`config.mk`:
```
export PLATFORM = sky130hd
export DESIGN_NAME = subscriber_table_fanout_top
export DESIGN_NICKNAME = d
export VERILOG_FILES = /design/src/hdl/stf_pkg.sv /design/src/hdl/stf_table.sv /design/src/hdl/stf_seq.sv /design/src/hdl/subscriber_table_fanout_top.sv
export SDC_FILE = /design/constraint.sdc
export NUM_CORES = 2
export LEC_CHECK = 0
export BUFFER_PORTS_ARGS = -buffer_cell sky130_fd_sc_hd__buf_4
export CAP_MARGIN = 0
export CORE_MARGIN = 4
export CORE_UTILIZATION = 50
export DETAILED_ROUTE_END_ITERATION = 12
export PLACE_DENSITY = 0.66
export RECOVER_POWER = 100
export SYNTH_ARGS = -nofsm -noshare
export SYNTH_HDL_FRONTEND = slang
export SYNTH_SLANG_ARGS = --single-unit
```
`constraint.sdc`:
```
create_clock -name clk -period 6.7 [get_ports clk]
set_input_delay 1.34 -clock clk [delete_from_list [all_inputs] [get_ports clk]]
set_output_delay 1.34 -clock clk [all_outputs]
set_load 0.01 [all_outputs]
```
`src/hdl/stf_pkg.sv`:
```
// Shared types and constants for the subscriber table fanout block.
`default_nettype none
package stf_pkg;

    localparam int TABLE_ENTRIES = 16;
    localparam int MAX_RESULTS   = 16;
    localparam int IDX_W         = (TABLE_ENTRIES > 1) ? $clog2(TABLE_ENTRIES) : 1;
    localparam int CNT_W         = $clog2(MAX_RESULTS + 1);
    localparam int ENTRY_W       = 6;
    localparam int IP_W          = 32;
    localparam int PORT_W        = 16;
    localparam int MASK_W        = 32;

    typedef enum logic [2:0] {
        ST_UPDATED  = 3'd0,
        ST_REMOVED  = 3'd1,
        ST_INSERTED = 3'd2,
        ST_UNKNOWN  = 3'd3,
        ST_FULL     = 3'd4,
        ST_DEST     = 3'd5,
        ST_NONE     = 3'd6
    } status_t;

    typedef enum logic {
        CMD_EDIT   = 1'b0,
        CMD_FANOUT = 1'b1
    } cmd_t;

    typedef enum logic [1:0] {
        S_IDLE,
        S_SCAN,
        S_FINISH
    } seq_state_t;

    // One slot as seen at the table's read port.
    typedef struct packed {
        logic              valid;
        logic [MASK_W-1:0] mask;
        logic [IP_W-1:0]   ip;
        logic [PORT_W-1:0] port;
    } slot_rd_t;

    // Write request from the sequencer to the table.
    typedef struct packed {
        logic              en;
        logic [IDX_W-1:0]  idx;
        logic              valid;
        logic [MASK_W-1:0] mask;
        logic              key_en;
        logic [IP_W-1:0]   ip;
        logic [PORT_W-1:0] port;
    } slot_wr_t;

    typedef struct packed {
        status_t            status;
        logic [ENTRY_W-1:0] entry_index;
        logic [IP_W-1:0]    dest_ip;
        logic [PORT_W-1:0]  dest_port;
        logic               last;
    } result_t;

endpackage
`default_nettype wire

```
`src/hdl/stf_table.sv`:
```
// Subscriber slot storage: valid bits, masks, addresses and ports.
`default_nettype none
module stf_table (
    input  wire                      clk,
    input  wire                      rst_n,
    input  wire  [stf_pkg::IDX_W-1:0] rd_idx,
    output stf_pkg::slot_rd_t        rd,
    input  stf_pkg::slot_wr_t        wr
);
    import stf_pkg::*;

    logic              valid_reg [TABLE_ENTRIES];
    logic [MASK_W-1:0] mask_reg  [TABLE_ENTRIES];
    logic [IP_W-1:0]   ip_reg    [TABLE_ENTRIES];
    logic [PORT_W-1:0] port_reg  [TABLE_ENTRIES];

    always_ff @(posedge clk or negedge rst_n)
    begin
        if (!rst_n)
        begin
            for (int i = 0; i < TABLE_ENTRIES; i++)
            begin
                valid_reg[i] <= 1'b0;
                mask_reg[i]  <= '0;
            end
        end
        else if (wr.en)
        begin
            valid_reg[wr.idx] <= wr.valid;
            mask_reg[wr.idx]  <= wr.mask;
        end
    end

    // Address and port need no reset: they are only looked at in a valid slot.
    always_ff @(posedge clk)
    begin
        if (wr.en && wr.key_en)
        begin
            ip_reg[wr.idx]   <= wr.ip;
            port_reg[wr.idx] <= wr.port;
        end
    end

    always_comb
    begin
        rd.valid = valid_reg[rd_idx];
        rd.mask  = mask_reg[rd_idx];
        rd.ip    = ip_reg[rd_idx];
        rd.port  = port_reg[rd_idx];
    end

endmodule
`default_nettype wire

```
`src/hdl/stf_seq.sv`:
```
// Sequencer that walks the table one slot a cycle, unless held by a busy output, through a shared compare unit.
`default_nettype none
module stf_seq (
    input  wire                        clk,
    input  wire                        rst_n,
    input  wire                        in_valid,
    output logic                       in_ready,
    input  stf_pkg::cmd_t              in_cmd,
    input  wire  [stf_pkg::IP_W-1:0]   in_ip,
    input  wire  [stf_pkg::PORT_W-1:0] in_port,
    input  wire  [stf_pkg::MASK_W-1:0] in_mask,
    input  wire                        in_payload,
    output logic [stf_pkg::IDX_W-1:0]  rd_idx,
    input  stf_pkg::slot_rd_t          rd,
    output stf_pkg::slot_wr_t          wr,
    output logic                       res_valid,
    output stf_pkg::result_t           res,
    input  wire                        res_ready
);
    import stf_pkg::*;

    seq_state_t        state_reg, state_next;
    logic [IDX_W-1:0]  idx_reg, idx_next;
    cmd_t              cmd_reg, cmd_next;
    logic [IP_W-1:0]   ip_reg, ip_next;
    logic [PORT_W-1:0] port_reg, port_next;
    logic [MASK_W-1:0] mask_reg, mask_next;
    logic              payload_reg, payload_next;
    logic              found_reg, found_next;
    logic [IDX_W-1:0]  hit_idx_reg, hit_idx_next;
    logic              free_found_reg, free_found_next;
    logic [IDX_W-1:0]  free_idx_reg, free_idx_next;
    logic              pend_valid_reg, pend_valid_next;
    logic [IDX_W-1:0]  pend_idx_reg, pend_idx_next;
    logic [IP_W-1:0]   pend_ip_reg, pend_ip_next;
    logic [PORT_W-1:0] pend_port_reg, pend_port_next;
    logic [CNT_W-1:0]  cnt_reg, cnt_next;

    // The shared compare unit: one slot against the held item each cycle.
    logic key_hit, mask_hit, dest_hit, at_end, negative;

    assign negative = mask_reg[MASK_W-1];
    assign key_hit  = rd.valid && (rd.ip == ip_reg) && (rd.port == port_reg);
    assign mask_hit = rd.valid && ((rd.mask & mask_reg) != '0);
    assign dest_hit = payload_reg && mask_hit && (cnt_reg < CNT_W'(MAX_RESULTS));
    assign at_end   = (idx_reg == IDX_W'(TABLE_ENTRIES - 1));
    assign rd_idx   = idx_reg;

    always_comb
    begin
        state_next      = state_reg;
        idx_next        = idx_reg;
        cmd_next        = cmd_reg;
        ip_next         = ip_reg;
        port_next       = port_reg;
        mask_next       = mask_reg;
        payload_next    = payload_reg;
        found_next      = found_reg;
        hit_idx_next    = hit_idx_reg;
        free_found_next = free_found_reg;
        free_idx_next   = free_idx_reg;
        pend_valid_next = pend_valid_reg;
        pend_idx_next   = pend_idx_reg;
        pend_ip_next    = pend_ip_reg;
        pend_port_next  = pend_port_reg;
        cnt_next        = cnt_reg;
        in_ready        = 1'b0;
        res_valid       = 1'b0;
        res             = '{status: ST_NONE, entry_index: '0, dest_ip: '0,
                            dest_port: '0, last: 1'b1};
        wr              = '{en: 1'b0, idx: '0, valid: 1'b0, mask: '0,
                            key_en: 1'b0, ip: '0, port: '0};

        case (state_reg)
            S_IDLE:
            begin
                in_ready = 1'b1;
                if (in_valid)
                begin
                    cmd_next        = in_cmd;
                    ip_next         = in_ip;
                    port_next       = in_port;
                    mask_next       = in_mask;
                    payload_next    = in_payload;
                    idx_next        = '0;
                    found_next      = 1'b0;
                    free_found_next = 1'b0;
                    pend_valid_next = 1'b0;
                    cnt_next        = '0;
                    state_next      = S_SCAN;
                end
            end

            S_SCAN:
            begin
                if (cmd_reg == CMD_EDIT)
                begin
                    if (key_hit && !found_reg)
                    begin
                        found_next   = 1'b1;
                        hit_idx_next = idx_reg;
                    end
                    if (!rd.valid && !free_found_reg)
                    begin
                        free_found_next = 1'b1;
                        free_idx_next   = idx_reg;
                    end
                    idx_next = idx_reg + 1'b1;
                    if (at_end)
                    begin
                        state_next = S_FINISH;
                    end
                end
                // A destination is held back one step so that the final one
                // can carry last; the scan waits while the output is busy and a new one is found.
                else if (!(dest_hit && pend_valid_reg && !res_ready))
                begin
                    if (dest_hit)
                    begin
                        if (pend_valid_reg)
                        begin
                            res_valid = 1'b1;
                            res = '{status: ST_DEST,
                                    entry_index: ENTRY_W'(pend_idx_reg),
                                    dest_ip: pend_ip_reg,
                                    dest_port: pend_port_reg, last: 1'b0};
                        end
                        pend_valid_next = 1'b1;
                        pend_idx_next   = idx_reg;
                        pend_ip_next    = rd.ip;
                        pend_port_next  = rd.port;
                        cnt_next        = cnt_reg + 1'b1;
                    end
                    idx_next = idx_reg + 1'b1;
                    if (at_end)
                    begin
                        state_next = S_FINISH;
                    end
                end
            end

            S_FINISH:
            begin
                res_valid = 1'b1;
                if (cmd_reg == CMD_EDIT)
                begin
                    if (found_reg)
                    begin
                        res.status      = negative ? ST_REMOVED : ST_UPDATED;
                        res.entry_index = ENTRY_W'(hit_idx_reg);
                        wr.idx          = hit_idx_reg;
                        wr.valid        = !negative;
                        wr.mask         = negative ? '0 : mask_reg;
                        wr.en           = res_ready;
                    end
                    else if (negative)
                    begin
                        res.status = ST_UNKNOWN;
                    end
                    else if (free_found_reg)
                    begin
                        res.status      = ST_INSERTED;
                        res.entry_index = ENTRY_W'(free_idx_reg);
                        wr.idx          = free_idx_reg;
                        wr.valid        = 1'b1;
                        wr.mask         = mask_reg;
                        wr.key_en       = 1'b1;
                        wr.ip           = ip_reg;
                        wr.port         = port_reg;
                        wr.en           = res_ready;
                    end
                    else
                    begin
                        res.status = ST_FULL;
                    end
                end
                else if (pend_valid_reg)
                begin
                    res = '{status: ST_DEST, entry_index: ENTRY_W'(pend_idx_reg),
                            dest_ip: pend_ip_reg, dest_port: pend_port_reg,
                            last: 1'b1};
                end
                if (res_ready)
                begin
                    state_next = S_IDLE;
                end
            end

            default:
            begin
                state_next = S_IDLE;
            end
        endcase
    end

    always_ff @(posedge clk or negedge rst_n)
    begin
        if (!rst_n)
        begin
            state_reg      <= S_IDLE;
            idx_reg        <= '0;
            found_reg      <= 1'b0;
            free_found_reg <= 1'b0;
            pend_valid_reg <= 1'b0;
            cnt_reg        <= '0;
        end
        else
        begin
            state_reg      <= state_next;
            idx_reg        <= idx_next;
            found_reg      <= found_next;
            free_found_reg <= free_found_next;
            pend_valid_reg <= pend_valid_next;
            cnt_reg        <= cnt_next;
        end
    end

    always_ff @(posedge clk)
    begin
        cmd_reg       <= cmd_next;
        ip_reg        <= ip_next;
        port_reg      <= port_next;
        mask_reg      <= mask_next;
        payload_reg   <= payload_next;
        hit_idx_reg   <= hit_idx_next;
        free_idx_reg  <= free_idx_next;
        pend_idx_reg  <= pend_idx_next;
        pend_ip_reg   <= pend_ip_next;
        pend_port_reg <= pend_port_next;
    end

endmodule
`default_nettype wire

```
`src/hdl/subscriber_table_fanout_top.sv`:
```
// Top level of the subscriber table fanout block with its output register.
//
// Channel  Dir  Fields
// s_*      in   tdata: client_ip[31:0], client_port[47:32], mask_value[79:48];
//               tuser: cmd[0], has_payload[1]
// m_*      out  tdata: entry_index[5:0], dest_ip[37:6], dest_port[53:38];
//               tuser: status[2:0]; tlast: last
//
// Each item is taken in the idle state; the sequencer then reads the table slot
// by slot through its single compare unit, and a finishing state completes the
// edit or the final result. No new item is taken until the last one is finished.
// A stall at the output holds the scan whenever a further destination is found while one is held.
// Reset clears the valid bits and masks at once; no clearing pass is needed.
`default_nettype none
module subscriber_table_fanout_top (
    input  wire         clk,
    input  wire         rst_n,
    input  wire         s_tvalid,
    output logic        s_tready,
    input  wire  [79:0] s_tdata,  // client_ip, client_port, mask_value
    input  wire  [1:0]  s_tuser,  // cmd, has_payload
    output logic        m_tvalid,
    input  wire         m_tready,
    output logic [55:0] m_tdata,  // entry_index, dest_ip, dest_port, zero fill
    output logic [2:0]  m_tuser,  // status
    output logic        m_tlast
);
    import stf_pkg::*;

    slot_rd_t         rd;
    slot_wr_t         wr;
    logic [IDX_W-1:0] rd_idx;
    logic             res_valid;
    result_t          res;
    logic             res_ready;
    logic             oreg_valid_reg, oreg_valid_next;
    result_t          oreg_reg, oreg_next;

    stf_table u_table (
        .clk    (clk),
        .rst_n  (rst_n),
        .rd_idx (rd_idx),
        .rd     (rd),
        .wr     (wr)
    );

    stf_seq u_seq (
        .clk        (clk),
        .rst_n      (rst_n),
        .in_valid   (s_tvalid),
        .in_ready   (s_tready),
        .in_cmd     (cmd_t'(s_tuser[0])),
        .in_ip      (s_tdata[31:0]),
        .in_port    (s_tdata[47:32]),
        .in_mask    (s_tdata[79:48]),
        .in_payload (s_tuser[1]),
        .rd_idx     (rd_idx),
        .rd         (rd),
        .wr         (wr),
        .res_valid  (res_valid),
        .res        (res),
        .res_ready  (res_ready)
    );

    // The output register takes a new item whenever it is empty or being drained.
    assign res_ready = !oreg_valid_reg || m_tready;

    always_comb
    begin
        oreg_valid_next = oreg_valid_reg;
        oreg_next       = oreg_reg;
        if (res_ready)
        begin
            oreg_valid_next = res_valid;
            oreg_next       = res;
        end
    end

    always_ff @(posedge clk or negedge rst_n)
    begin
        if (!rst_n)
        begin
            oreg_valid_reg <= 1'b0;
        end
        else
        begin
            oreg_valid_reg <= oreg_valid_next;
        end
    end

    always_ff @(posedge clk)
    begin
        oreg_reg <= oreg_next;
    end

    assign m_tvalid = oreg_valid_reg;
    assign m_tdata  = {2'b00, oreg_reg.dest_port, oreg_reg.dest_ip, oreg_reg.entry_index};
    assign m_tuser  = oreg_reg.status;
    assign m_tlast  = oreg_reg.last;

endmodule
`default_nettype wire
```
==> metrics.cfg <==
[critical_path]
critPathTopFamily = simple AND/OR/NAND/NOR gates
r2r-start = u_seq.rd_idx[2]
crit_fanout = 27
critPathKind = flop to flop
required_ns = 7.11
slowest_delay_ns = 1.43
critPathBufInv = 2
crit_top_cell = nor4_1
r2r_end = u_seq.hit_idx_reg[1]
worstPathArrival_ns = 6.16
cp-end-kind = flop
regToRegSetupSlack_ns = 0.95
startpoint_type = flop
crit_chain = inv_2 > buf_4 > a21oi_1 > xnor2_1 > nand2_1 > nor4_1 > nand4_1 > nor4_1
critPathSlowestCell = dfrtp_1
worst_r2r_path_depth = 8

[synthesis]
synth_common_cells = edfxtp_1 (966), nand2_1 (664), o21ai_0 (544), dfrtp_1 (527), mux2i_1 (255)
synth_cell_type_count = 75
synth.most_common_cell = edfxtp_1
yosys_warnings = 0
syn-cell-area_sq_um = 61100
synth_top_area_frac = 0.475
async_reset_ff_frac = 0.353
synth_edf_count = 966
syn_area_per_cell_sq_um = 14.5
syn-instance-count = 4204
dominantRegCellSynth = edfxtp_1
seq_area_frac_synth = 0.690
synth_area_leaders = edfxtp_1 (47%), dfrtp_1 (22%), mux4_2 (7.1%), o21ai_0 (4.5%), mux2i_1 (4.2%)
ys_ff_latch = 1493
yosysTopAreaCell = edfxtp_1

[status]
outcome = complete, but fails checks
violations = max-capacitance violations, max-slew violations

[cells_and_area]
drive_above_1_share = 0.136
largest_reg_flops = 512
final_cell_area_sq_um = 68700
nets = 4405
syn_to_final_growth_pct = 12.4
final_util = 0.565

[sta]
finalClockSkew_ns = 0.0514
maxSlewHeadroom = -1.54
tightest_slew_ns = 3.81
hold_violations = 0
fmax_mhz = 174
rsz0062_at_grt = no
min_period_over_period = 0.858
setup_viol = 0
tns_ns = 0
slew_violations = 2119
timing.hold.ws_ns = 0.475
timing.final.crit_period_ns = 5.75

[clock_network]
cts_tree = done
post-cts-setup-buffers = 0
ctsHoldBuffers = 0
cts-root-buf = clkbuf_16
cts_buffers = 155
insertion_delay_ns = 0.81
cts_sinks = 1493
ctsLongestPathBuffers = 3
cts.clk_slew.worst_paths_ns = 0.06
ctsResizeCount = 0
htree_levels = 4

[grt]
antenna_found_initial = 4
grt_pass1_vias = 36063
overflow = 0
met2_usage = 0.401
busiest_layer = met2
grt_use_met3 = 0.0535
grt_util_all_layers = 0.258
grt_pass1_wl_microns = 244000
grt_use_met1 = 0.378
grt_start_max_net_pins = 140

[routing]
vias = 36583
antenna_left = 0
drc_errors = 0
wirelength_microns = 164000
firstDrtPassIters = 5
viasPerCell = 6.03
wl_per_cell_microns = 27.0
drt_iter0_drc = 4418

[worst_hold_path]
hold_path_depth = 2
hold_end = u_table.mask_reg[18]
hp-class = flop to flop
worstHoldStart = u_table.mask_reg[18]

[placed_design]
portBuffers = 143
place_area_sq_um = 63900
place.gp.congestion = 0.836
hpwl_microns = 94900

[floorplan]
num_rows = 128
die_area_sq_um = 128000
start_util = 0.503
die_x_microns = 358
die_y_microns = 358
io_pins = 148
core_sq_um = 122000

[flow_run]
drv_cap = 49

[pwr]
cellLeakagePower_nw = 27.2
p_per_area_nw_per_um2 = 331
irDropWorstVdd_mv = 0.288
p_total_w = 0.0227

## where the power goes
part	internal (W)	total [W]	switching (W)	leakage (nW)
clock network	0.00513	0.00887	0.00374	2.57
registers	0.00993	0.0102	0.000284	18.1
logic	0.00138	0.00364	0.00226	6.50
total	0.0164	0.0227	0.00628	27.2
## metal layers
layer	vias to the layer above	wire length (microns)
met5	-	0
met4	0	3610
met1	18714	69400
met3	253	14200
met2	1692	76500
li1	15924	-
## kinds of logic (layout without fill, tap and decap cells)
family / after synthesis / after routing / synth area share
and+or+nand+nor: 1006 / 1006 / 0.0714
other: 1 / 5 / 0.0000614
AOI/OAI and AO/OA: 827 / 827 / 0.0779
adders and majority gates: 5 / 5 / 0.00102
buffers and inverters: 356 / 593 / 0.0281
muxes: 482 / 482 / 0.126
DFF: 1493 / 1493 / 0.690
xor gates and xnor gates: 34 / 34 / 0.00487
## layout by cell type (no fill, tap or decap), drive strengths merged, types with 6 or more instances in the layout
master     n
a21boi    49
a21oi     68
a221oi    11
a22oi     85
and2      45
and3      17
buf       58
bufinv    18
clkbuf   393
clkinv    58
dfrtp    527
edfxtp   966
inv       63
mux2i    256
mux4     222
nand2    665
nand2b    35
nand3     95
nand4     28
nor2      60
nor2b     11
nor3      13
nor4      20
o2111ai    9
o211ai     6
o21ai    545
o22ai     10
or2        7
xnor2     17
xor2      17
## stage by stage
| stage | setup WS, ns | cells |
|---|---|---|
| after floorplan | 1.44 | 4207 |
| after global placement | 1.87 | 5782 |
| after detailed placement | 1.83 | 5782 |
| after CTS | 1.81 | 6069 |
| after global routing | 0.778 | 6069 |
| final | 0.951 | 6070 |
## layout make-up
| cell class | instances | area (sq um) |
|---|---|---|
| Multi-Input combinational cell | 2358 | 17300 |
| Sequential cell | 1493 | 42200 |
| Tap cell | 1625 | 2030 |
| Inverter | 59 | 223 |
| Clock buffer | 204 | 4140 |
| Clock inverter | 83 | 1160 |
| Fill cell | 9690 | 52900 |
| Timing Repair Buffer | 247 | 1590 |
| Antenna cell | 1 | 2.50 |
## worst max-delay path by stage
stage	endpoint	cells past startpoint	slack, ns	start
after floorplan	u_seq.pend_idx_reg[0]	12	1.44	u_seq.rd_idx[0]
after global placement	u_seq.hit_idx_reg[2]	7	1.87	u_seq.rd_idx[3]
after detailed placement	m_tdata[36]	10	1.83	u_seq.rd_idx[2]
after CTS	u_seq.hit_idx_reg[1]	8	1.81	u_seq.rd_idx[1]
after global routing	m_tdata[52]	10	0.78	u_seq.rd_idx[2]
final	u_seq.hit_idx_reg[1]	8	0.95	u_seq.rd_idx[2]
## worst min-delay path, stage by stage, from the launching register on
cell     delay (ns)
dfrtp_1        0.34
nand2_1        0.04
o21ai_0        0.06
No activity file was read; power rests on OpenSTA's default activity.
